### src/hdl/ordered_list_deque_unit_macros.svh
// Assertion macros shared by the ordered list deque RTL.
// Depends on nothing; the including module must provide clk and rst.
`ifndef ORDERED_LIST_DEQUE_UNIT_MACROS_SVH
`define ORDERED_LIST_DEQUE_UNIT_MACROS_SVH

// Same-cycle implication, checked outside reset.
`define OLQ_ASSERT_IMP(lbl, ante, cons, msg) \
  lbl: assert property (@(posedge clk) disable iff (rst) (ante) |-> (cons)) else $error(msg);

// Next-cycle implication, checked outside reset.
`define OLQ_ASSERT_NXT(lbl, ante, cons, msg) \
  lbl: assert property (@(posedge clk) disable iff (rst) (ante) |=> (cons)) else $error(msg);

`endif

### src/hdl/olq_pkg.sv
// Shared types and codes for the ordered list deque.
// Used by olq_cell and ordered_list_deque_unit; depends on nothing.
`timescale 1ns / 1ps

package olq_pkg;

  localparam int DATA_W = 32;

  typedef enum logic [2:0] {
    OP_INS_FRONT = 3'd0,
    OP_INS_BACK  = 3'd1,
    OP_REM_FRONT = 3'd2,
    OP_REM_BACK  = 3'd3,
    OP_REM_VALUE = 3'd4
  } op_t;

  localparam logic [1:0] ST_DONE     = 2'd0;
  localparam logic [1:0] ST_FULL     = 2'd1;
  localparam logic [1:0] ST_EMPTY    = 2'd2;
  localparam logic [1:0] ST_NOTFOUND = 2'd3;

  typedef struct packed {
    logic [2:0]               operation;
    logic signed [DATA_W-1:0] value;
  } olq_req_t;

  typedef struct packed {
    logic [1:0] status;
    logic [4:0] count;
  } olq_rsp_t;

  // Broadcast controls from the sequencer to every cell.
  typedef struct packed {
    logic capture;    // register the compare against the incoming value
    logic commit;     // apply the update selected below
    logic ins_front;
    logic ins_back;
    logic rem_front;
    logic rem_value;
  } olq_cell_ctrl_t;

endpackage

### src/hdl/olq_cell.sv
// One list position: holds an entry and its registered compare result.
// Depends on olq_pkg; neighbors are wired by ordered_list_deque_unit.
`timescale 1ns / 1ps

module olq_cell (
  input  logic                   clk,
  input  olq_pkg::olq_cell_ctrl_t ctrl,
  input  logic                   occupied,
  input  logic                   tail,
  input  logic [olq_pkg::DATA_W-1:0] cmp_value,
  input  logic [olq_pkg::DATA_W-1:0] ins_value,
  input  logic [olq_pkg::DATA_W-1:0] left_data,
  input  logic [olq_pkg::DATA_W-1:0] right_data,
  input  logic                   found_in,
  output logic                   found_out,
  output logic [olq_pkg::DATA_W-1:0] data
);
  import olq_pkg::*;

  logic match;

  // A cell at or behind the first match pulls its right neighbor forward.
  assign found_out = found_in | match;

  always_ff @(posedge clk) begin
    if (ctrl.capture) begin
      match <= occupied && (data == cmp_value);
    end
    if (ctrl.commit) begin
      priority if (ctrl.ins_front) begin
        data <= left_data;
      end else if (ctrl.ins_back && tail) begin
        data <= ins_value;
      end else if (ctrl.rem_front) begin
        data <= right_data;
      end else if (ctrl.rem_value && found_out) begin
        data <= right_data;
      end
    end
  end

endmodule

### src/hdl/ordered_list_deque_unit.sv
// Top level of the ordered list deque: sequencer, entry count and cell row.
// Depends on olq_pkg, olq_cell and ordered_list_deque_unit_macros.svh.
//
//  channel | direction | payload    | handshake
//  req     | in        | olq_req_t  | req_valid / req_ready
//  rsp     | out       | olq_rsp_t  | rsp_valid / rsp_ready
//
// The accept edge registers every cell's compare, and the commit edge shifts
// the cell row and loads the response register.
// The found flag ripples through the cells in the execute state.
// Reset clears the entry count, so the list is empty at once; no sweep needed.
// A response not yet taken holds the next request in its execute cycle.
`timescale 1ns / 1ps

`include "ordered_list_deque_unit_macros.svh"

module ordered_list_deque_unit #(
  parameter int CAPACITY = 16
) (
  input  logic              clk,
  input  logic              rst,
  input  logic              req_valid,
  output logic              req_ready,
  input  olq_pkg::olq_req_t req,
  output logic              rsp_valid,
  input  logic              rsp_ready,
  output olq_pkg::olq_rsp_t rsp
);
  import olq_pkg::*;

  localparam int CNT_W = $clog2(CAPACITY + 1);
  localparam int WIDE_W = CNT_W + 5;

  typedef enum logic {S_IDLE, S_EXEC} state_t;

  state_t                 state;
  logic [CNT_W-1:0]       count;
  logic [CNT_W-1:0]       count_next;
  logic [WIDE_W-1:0]      count_wide;
  logic [2:0]             op_q;
  logic [DATA_W-1:0]      val_q;
  logic [1:0]             status_next;
  logic                   full;
  logic                   empty;
  logic                   found;
  olq_cell_ctrl_t         ctrl;
  logic [DATA_W-1:0]      cell_data [CAPACITY];
  logic [CAPACITY:0]      found_chain;
  logic [4:0]             count_now;
  logic                   ins_full;
  logic                   rem_hit;

  assign req_ready = (state == S_IDLE);
  assign full      = (count == CNT_W'(CAPACITY));
  assign empty     = (count == '0);
  assign found     = found_chain[CAPACITY];
  assign found_chain[0] = 1'b0;

  always_comb begin
    status_next    = ST_DONE;
    count_next     = count;
    ctrl           = '0;
    ctrl.capture   = req_valid && req_ready;
    ctrl.commit    = (state == S_EXEC) && (!rsp_valid || rsp_ready);
    unique case (op_q)
      OP_INS_FRONT, OP_INS_BACK: begin
        if (full) begin
          status_next = ST_FULL;
        end else begin
          count_next     = count + 1'b1;
          ctrl.ins_front = (op_q == OP_INS_FRONT);
          ctrl.ins_back  = (op_q == OP_INS_BACK);
        end
      end
      OP_REM_FRONT, OP_REM_BACK: begin
        if (empty) begin
          status_next = ST_EMPTY;
        end else begin
          count_next     = count - 1'b1;
          ctrl.rem_front = (op_q == OP_REM_FRONT);
        end
      end
      OP_REM_VALUE: begin
        if (empty) begin
          status_next = ST_EMPTY;
        end else if (found) begin
          count_next     = count - 1'b1;
          ctrl.rem_value = 1'b1;
        end else begin
          status_next = ST_NOTFOUND;
        end
      end
      default: begin
        status_next = ST_DONE;
      end
    endcase
  end

  assign count_wide = WIDE_W'(count_next);
  assign count_now  = 5'(count);
  assign ins_full   = ctrl.commit && full &&
                      ((op_q == OP_INS_FRONT) || (op_q == OP_INS_BACK));
  assign rem_hit    = ctrl.commit && ctrl.rem_value;

  always_ff @(posedge clk) begin
    if (rst) begin
      state     <= S_IDLE;
      count     <= '0;
      rsp_valid <= 1'b0;
    end else begin
      if (rsp_valid && rsp_ready) begin
        rsp_valid <= 1'b0;
      end
      unique case (state)
        S_IDLE: begin
          if (req_valid) begin
            op_q  <= req.operation;
            val_q <= req.value;
            state <= S_EXEC;
          end
        end
        S_EXEC: begin
          if (ctrl.commit) begin
            count      <= count_next;
            rsp.status <= status_next;
            rsp.count  <= count_wide[4:0];
            rsp_valid  <= 1'b1;
            state      <= S_IDLE;
          end
        end
        default: begin
          state <= S_IDLE;
        end
      endcase
    end
  end

  for (genvar i = 0; i < CAPACITY; i++) begin : g_cell
    logic [DATA_W-1:0] left_data;
    logic [DATA_W-1:0] right_data;

    if (i == 0) begin : g_head
      assign left_data = val_q;
    end else begin : g_mid
      assign left_data = cell_data[i-1];
    end
    if (i == CAPACITY - 1) begin : g_last
      assign right_data = cell_data[i];
    end else begin : g_inner
      assign right_data = cell_data[i+1];
    end

    olq_cell u_cell (
      .clk        (clk),
      .ctrl       (ctrl),
      .occupied   (CNT_W'(i) < count),
      .tail       (CNT_W'(i) == count),
      .cmp_value  (req.value),
      .ins_value  (val_q),
      .left_data  (left_data),
      .right_data (right_data),
      .found_in   (found_chain[i]),
      .found_out  (found_chain[i+1]),
      .data       (cell_data[i])
    );
  end

  `OLQ_ASSERT_IMP(a_count_bound, 1'b1, count <= CNT_W'(CAPACITY), "entry count above capacity")
  `OLQ_ASSERT_NXT(a_accept_exec, req_valid && req_ready, state == S_EXEC, "request not executed")
  `OLQ_ASSERT_NXT(a_rsp_count, ctrl.commit, rsp_valid && rsp.count == count_now, "bad rsp count")
  `OLQ_ASSERT_NXT(a_full_hold, ins_full, count == $past(count), "insert changed a full list")
  `OLQ_ASSERT_NXT(a_rem_dec, rem_hit, count == $past(count) - 1'b1, "value removal miscounted")

endmodule

### config.mk
export PLATFORM = sky130hd
export DESIGN_NAME = ordered_list_deque_unit
export DESIGN_NICKNAME = d
export VERILOG_FILES = /design/src/hdl/olq_pkg.sv /design/src/hdl/olq_cell.sv /design/src/hdl/ordered_list_deque_unit.sv
export VERILOG_INCLUDE_DIRS = /design/src /design/src/hdl
export SDC_FILE = /design/constraint.sdc
export NUM_CORES = 1
export LEC_CHECK = 0
export BUFFER_PORTS_ARGS = -buffer_cell sky130_fd_sc_hd__buf_2
export CORE_MARGIN = 5
export CORE_UTILIZATION = 53
export CTS_CLUSTER_SIZE = 16
export DETAILED_ROUTE_END_ITERATION = 16
export MAX_ROUTING_LAYER = met4
export PLACE_DENSITY = 0.71
export SYNTH_ARGS = -nofsm -noshare
export SYNTH_HDL_FRONTEND = slang
export SYNTH_SLANG_ARGS = --single-unit
### constraint.sdc
create_clock -name clk -period 5.5 [get_ports clk]
set_clock_uncertainty 0.1 [all_clocks]
set_input_delay 0.55 -clock clk [delete_from_list [all_inputs] [get_ports clk]]
set_output_delay 0.55 -clock clk [all_outputs]
set_load 0.05 [all_outputs]
[Yosys cells after proc, flatten, opt, wreduce, memory -nomap -nowiden]
Cells that the tools add are included.
Word-level totals
  register bits: 577
  bits of input ports: 39
  output and inout port bits: 9
  logic and storage cells: 286
Cells by class
  $add $sub $neg: 2
  order comparisons: 16
  eq/ne operators: 36
  mux-type cells: 85
  bitwise logic cells: 17
  reductions and logical operators: 91
Operators with widths (number)
  32-bit 2-to-1 mux: 62
  32-bit == test: 16
  4-bit nonzero test: 15
  1-bit logical AND: 50
  4-bit by 5-bit == test with 1-bit output, first input constant: 8
  4-bit by 5-bit < comparator with 1-bit output, first input constant: 8
  2-bit AND reduction: 17
  3-bit by 5-bit == test with 1-bit output, first input constant: 4
  3-bit by 5-bit < comparator with 1-bit output, first input constant: 4
  5-bit 2-to-1 mux: 4
  1-bit bitwise OR: 15
  5-bit case mux with 3 select lines: 1
  1-bit 2-to-1 mux: 11
  2-bit by 5-bit == test with 1-bit output, first input constant: 2
  1-bit by 5-bit < comparator with 1-bit output, first input constant: 2
  2-bit by 5-bit < comparator with 1-bit output, first input constant: 2
  2-bit 2-to-1 mux: 5
  3-bit by 2-bit == test with 1-bit output, second input constant: 2
  2-bit case mux with 3 select lines: 1
  3-bit AND reduction: 2
  5-bit by 1-bit adder with 5-bit output, second input constant: 1
  1-bit by 5-bit == test with 1-bit output, first input constant: 1
  5-bit == test, second input constant: 1
  5-bit zero test: 1
  other kinds (10): 12

[Longest topological paths before layout]
  depth after elaboration: 23
  mapped depth: 13
  gate-level depth less buffers: 8

[Cells and area by module]
A second synthesis with hierarchy kept.
Unflattened totals
  cells, all modules: 3247
  area, all modules: 34662.0 um^2
By module, submodules not included
  olq_cell: instances 16, cells an instance 191, area an instance 2024.4 um^2
  ordered_list_deque_unit: instances 1, cells an instance 191, area an instance 2270.9 um^2

[Worst setup path before layout]
No wires, ideal clock.
  path type: reg2reg
  start point: register count[1]
  end point: register g_cell[3].u_cell.data[0] (netlist bit), enable pin
  setup time: 432 ps
  arrival: 3906 ps
  data required time: 4968 ps
  slack: 1062 ps
  cell stages (with the launch flop): 13
  period minus slack after synthesis: 4438 ps
  cell sequence: dfxtp_1 > clkbuf_1 > inv_1 > ha_1 > clkbuf_1 > and4bb_2 > and3b_1 > buf_2 > nand2_1 > nor2_1 > buf_2 > a21oi_1 > a21oi_1
Between the ends
  cells in the longest elaborated chain, start to end: 6
Ends and longest elaborated chain
  from (decl): line ordered_list_deque_unit.sv:37  | logic [CNT_W-1:0] count;
  from (signal assigned): line ordered_list_deque_unit.sv:124  | count <= count_next;
  5-bit == test / 5-bit zero test (equally long branches): line ordered_list_deque_unit.sv:54, ordered_list_deque_unit.sv:55
  2-bit 2-to-1 mux / 1-bit 2-to-1 mux (equally long branches): line ordered_list_deque_unit.sv:67, ordered_list_deque_unit.sv:84
  2-bit 2-to-1 mux / 1-bit 2-to-1 mux (equally long branches): line ordered_list_deque_unit.sv:65  | unique case (op_q)
  1-bit logical AND (on tied branches): line olq_cell.sv:32, olq_cell.sv:36
  4-bit nonzero test (no source line) *
  2-bit AND reduction (no source line) *
  to (signal assigned): line olq_cell.sv:31  | data <= left_data;
  to (signal assigned): line olq_cell.sv:33  | data <= ins_value;
  to (signal assigned): line olq_cell.sv:35  | data <= right_data;
  to (decl): line olq_cell.sv:16  | output logic [olq_pkg::DATA_W-1:0] data
Every way passes the cells marked *; elsewhere a longest branch is shown, timed or not.
A chain may end at the register's enable or synchronous reset.

[Final worst setup path]
  start point: register count[1]
  end point: register g_cell[4].u_cell.data[26] (netlist bit), enable pin
Between the ends
  cells in the longest elaborated chain, start to end: 6
Ends and longest elaborated chain (line)
  5-bit == test / 5-bit zero test (equally long branches): ordered_list_deque_unit.sv:54, ordered_list_deque_unit.sv:55
  2-bit 2-to-1 mux / 1-bit 2-to-1 mux (equally long branches): ordered_list_deque_unit.sv:67, ordered_list_deque_unit.sv:84
  2-bit 2-to-1 mux / 1-bit 2-to-1 mux (equally long branches): ordered_list_deque_unit.sv:65
  1-bit logical AND (on tied branches): olq_cell.sv:32, olq_cell.sv:36
  4-bit nonzero test (no source line) *
  2-bit AND reduction (no source line) *
  to (signal assigned): olq_cell.sv:31
  to (signal assigned): olq_cell.sv:33
  to (signal assigned): olq_cell.sv:35
  to (decl): olq_cell.sv:16
Marked as above.

==> reports/metrics.yaml <==
critical_path:
  critPathBufInv: 1
  reg2regPathDepth: 7
  path_class: "reg2reg"
  path_depth: 7
  cp-start-kind: "flop"
  crit_path_top_delay_cell: "a31oi_4"
  crit_path_max_incr_delay_ns: 0.96
  crit_chain: "inv_1, ha_1, nor4b_2, nor2_4, a21boi_2, o21ai_0, a31oi_4"
  required_ns: 5.61
  endpoint_kind: "flop"
  cpLargestDelayFamily: "compound AO/OA/AOI/OAI gates"
  critPathArrivalTime_ns: 4.36
  cp_max_fo: 32
die:
  die-area_mm2: 0.06972
  fp.dieW_um: 264.0
  die_h_um: 264.0
  core-area_mm2: 0.06423
  start_util: 0.5325
  ios: 48
  rows: 93
synth:
  synthFlopType: "edfxtp_1"
  synthesis.area_mm2: 0.03420
  yosys-top-cells-area: "edfxtp_1 50%, mux2i_1 13%, xnor2_1 6.8%"
  synth.top_cell.area_share: 0.5004
  synth.largest_area_cell: "edfxtp_1"
  ys_seq_area_frac: 0.5045
  synth_cells: 3126
  synth.avg_cell_area_um2: 10.94
  synth_async_sr_flop_share: 0
  yosys.cell_count.top_type: "edfxtp_1"
  synth-edff-count: 570
  synthesis.nets: 3170
  synth_commonest_cells: "570 x edfxtp_1, 477 x nand2_1, 461 x o21ai_0"
  synthDistinctLibCells: 54
  yosysWarnings: 0
  ys_ff_latch: 577
clocking:
  cts_tree: "yes"
  clock_path_buffers: 3
  cts_max_level: 3
  path_clk_slew_ns: 0.06
  cts_sinks: 577
  cts_made_buffers: 66
  post_cts_buffers: 0
  ctsHoldBuffers: 0
  cts_resized: 0
  insertion_delay_ns: 0.61
  cts_root_buf: "clkbuf_16"
pwr:
  p_leak_nw: 14.00
  max-vdd-ir-drop_mv: 0.2061
  p_per_area_mw_per_mm2: 283.6
sta:
  setup_viol: 0
  rsz0062_at_grt: "false"
  tns_ns: 0
  period_minus_slack_ns: 4.250
  worst_pin_slew_ns: 1.477
  maxSlewHeadroom: -0.009887
  period_share: 0.7727
  fmax_ghz: 0.2353
  finalMaxSlewViolations: 1
  final_hold_viol_count: 0
detailed_routing:
  drt_pass1_iterations: 6
  drcViolationCount: 0
  vias_per_cell: 6.390
  vias: 25246
  drtIter0Drc: 3502
  wl_per_cell_um: 28.51
  ant_nets: 0
  wl_um: 112600
layout:
  stdcell_area_mm2: 0.03737
  fin_nets: 3084
  area_growth_pct: 9.266
  fin_cells: 3951
  fillers: 5416
  drive_above_1_share: 0.1009
worst_hold_path:
  hp-class: "in2reg"
  holdPathStages: 1
outcome:
  violations: "max-capacitance violations, max-slew violations"
  outcome: "complete, but fails checks"
run:
  maxCapViolCount: 1
placement:
  gp_congestion: 1.005
  numPortBuffers: 47
  placedCellCount: 3827
  dp_hpwl_um: 82420
  postPlaceCellArea_mm2: 0.03527
grt:
  first_global_vias: 24332
  grt-ovfl-total: 0
  grt_use_total: 0.3209
  grt_max_degree: 188
  antenna_found_initial: 6
  grt_pass1_wl_um: 164200
[path summary, 6_finish.rpt]
kind	from	endpoint	slack [ns]
hold / removal	req[34]	op_q[2]$_DFFE_PP_	0.02
setup reg to reg	count[1]$_SDFFE_PP0P_	g_cell[4].u_cell.data[26]$_DFFE_PP_	1.25
setup / recovery	count[1]$_SDFFE_PP0P_	g_cell[4].u_cell.data[26]$_DFFE_PP_	1.25
hold reg to reg	state$_SDFF_PP0_	rsp_valid$_SDFF_PP0_	0.46
[layout make-up]
type / instances / area [um2] / area share
sequential: 577 / 17260 / 0.4617
timing repair buffer: 108 / 780.7 / 0.02089
clock buffer: 84 / 1793 / 0.04797
antenna: 5 / 12.51 / 0.0003348
inverter: 6 / 22.52 / 0.0006026
clock inverter: 35 / 301.5 / 0.008068
tap: 855 / 1070 / 0.02862
multi-input combinational: 2281 / 16140 / 0.4318
[kinds of logic after synthesis]
kind of cell    Yosys count  share of synthesized area
simple gates            726                    0.09635
buf+inv                 268                    0.03259
mux                     513                     0.1525
compound gates          521                    0.08011
flops                   577                     0.5045
fa+ha+maj                 5                   0.001829
xor+xnor                516                     0.1321
[flip-flops by register name (all words and copies together) (netlist names)]
signal	cells
count	5
g_cell.left_data	32
g_cell.u_cell.data	512
g_cell.u_cell.match	16
op_q	3
rsp	7
rsp_valid	1
state	1
[power by group]
part           switching (mW)  total, mW  internal [mW]
clock network            1.84       4.39           2.55
logic                   0.694       1.04          0.343
registers               0.191       5.18           4.99
total                    2.73       10.6           7.87
[through the flow]
step / setup slack, ns / hold WS [ns] / util / total power, mW
finish: 1.250 / 0.02463 / 0.5819 / 10.60
global route: 1.030 / 0.01438 / 0.5818 / 10.86
CTS: 1.330 / 0.002123 / 0.5817 / 10.59
detailed placement: 1.326 / 0.4518 / 0.5490 / 6.272
global placement: 1.499 / 0.4197 / 0.5490 / 6.248
floorplan: 1.062 / 0.3822 / - / 5.849
[per-layer routing]
layer | global-route usage | wire (um)
met1 | 0.4312 | 44260
met3 | 0.04219 | 10750
met5 | - | 0
met2 | 0.4805 | 50570
met4 | 0.1677 | 7076
[placed cells by master (no fill, tap or decap), types with 6 or more instances in the layout]
cell type    n
clkbuf_16   69
nor3_1      12
a31oi_4     14
o21ai_0    461
edfxtp_1   570
buf_4       54
buf_12       7
nand2_1    471
clkbuf_1    14
a21oi_1     13
nor4_1      73
clkinv_2    19
clkinv_1     8
xnor2_1    265
dfxtp_1      7
inv_1        6
buf_2       47
nor2_1      25
nand2_2      6
nand2b_1     6
mux2_2      64
nand4_1     77
mux2i_1    449
or4_1        7
xor2_1     251
nand3_1     15
Note: power is estimated with default switching activity, not from simulation.
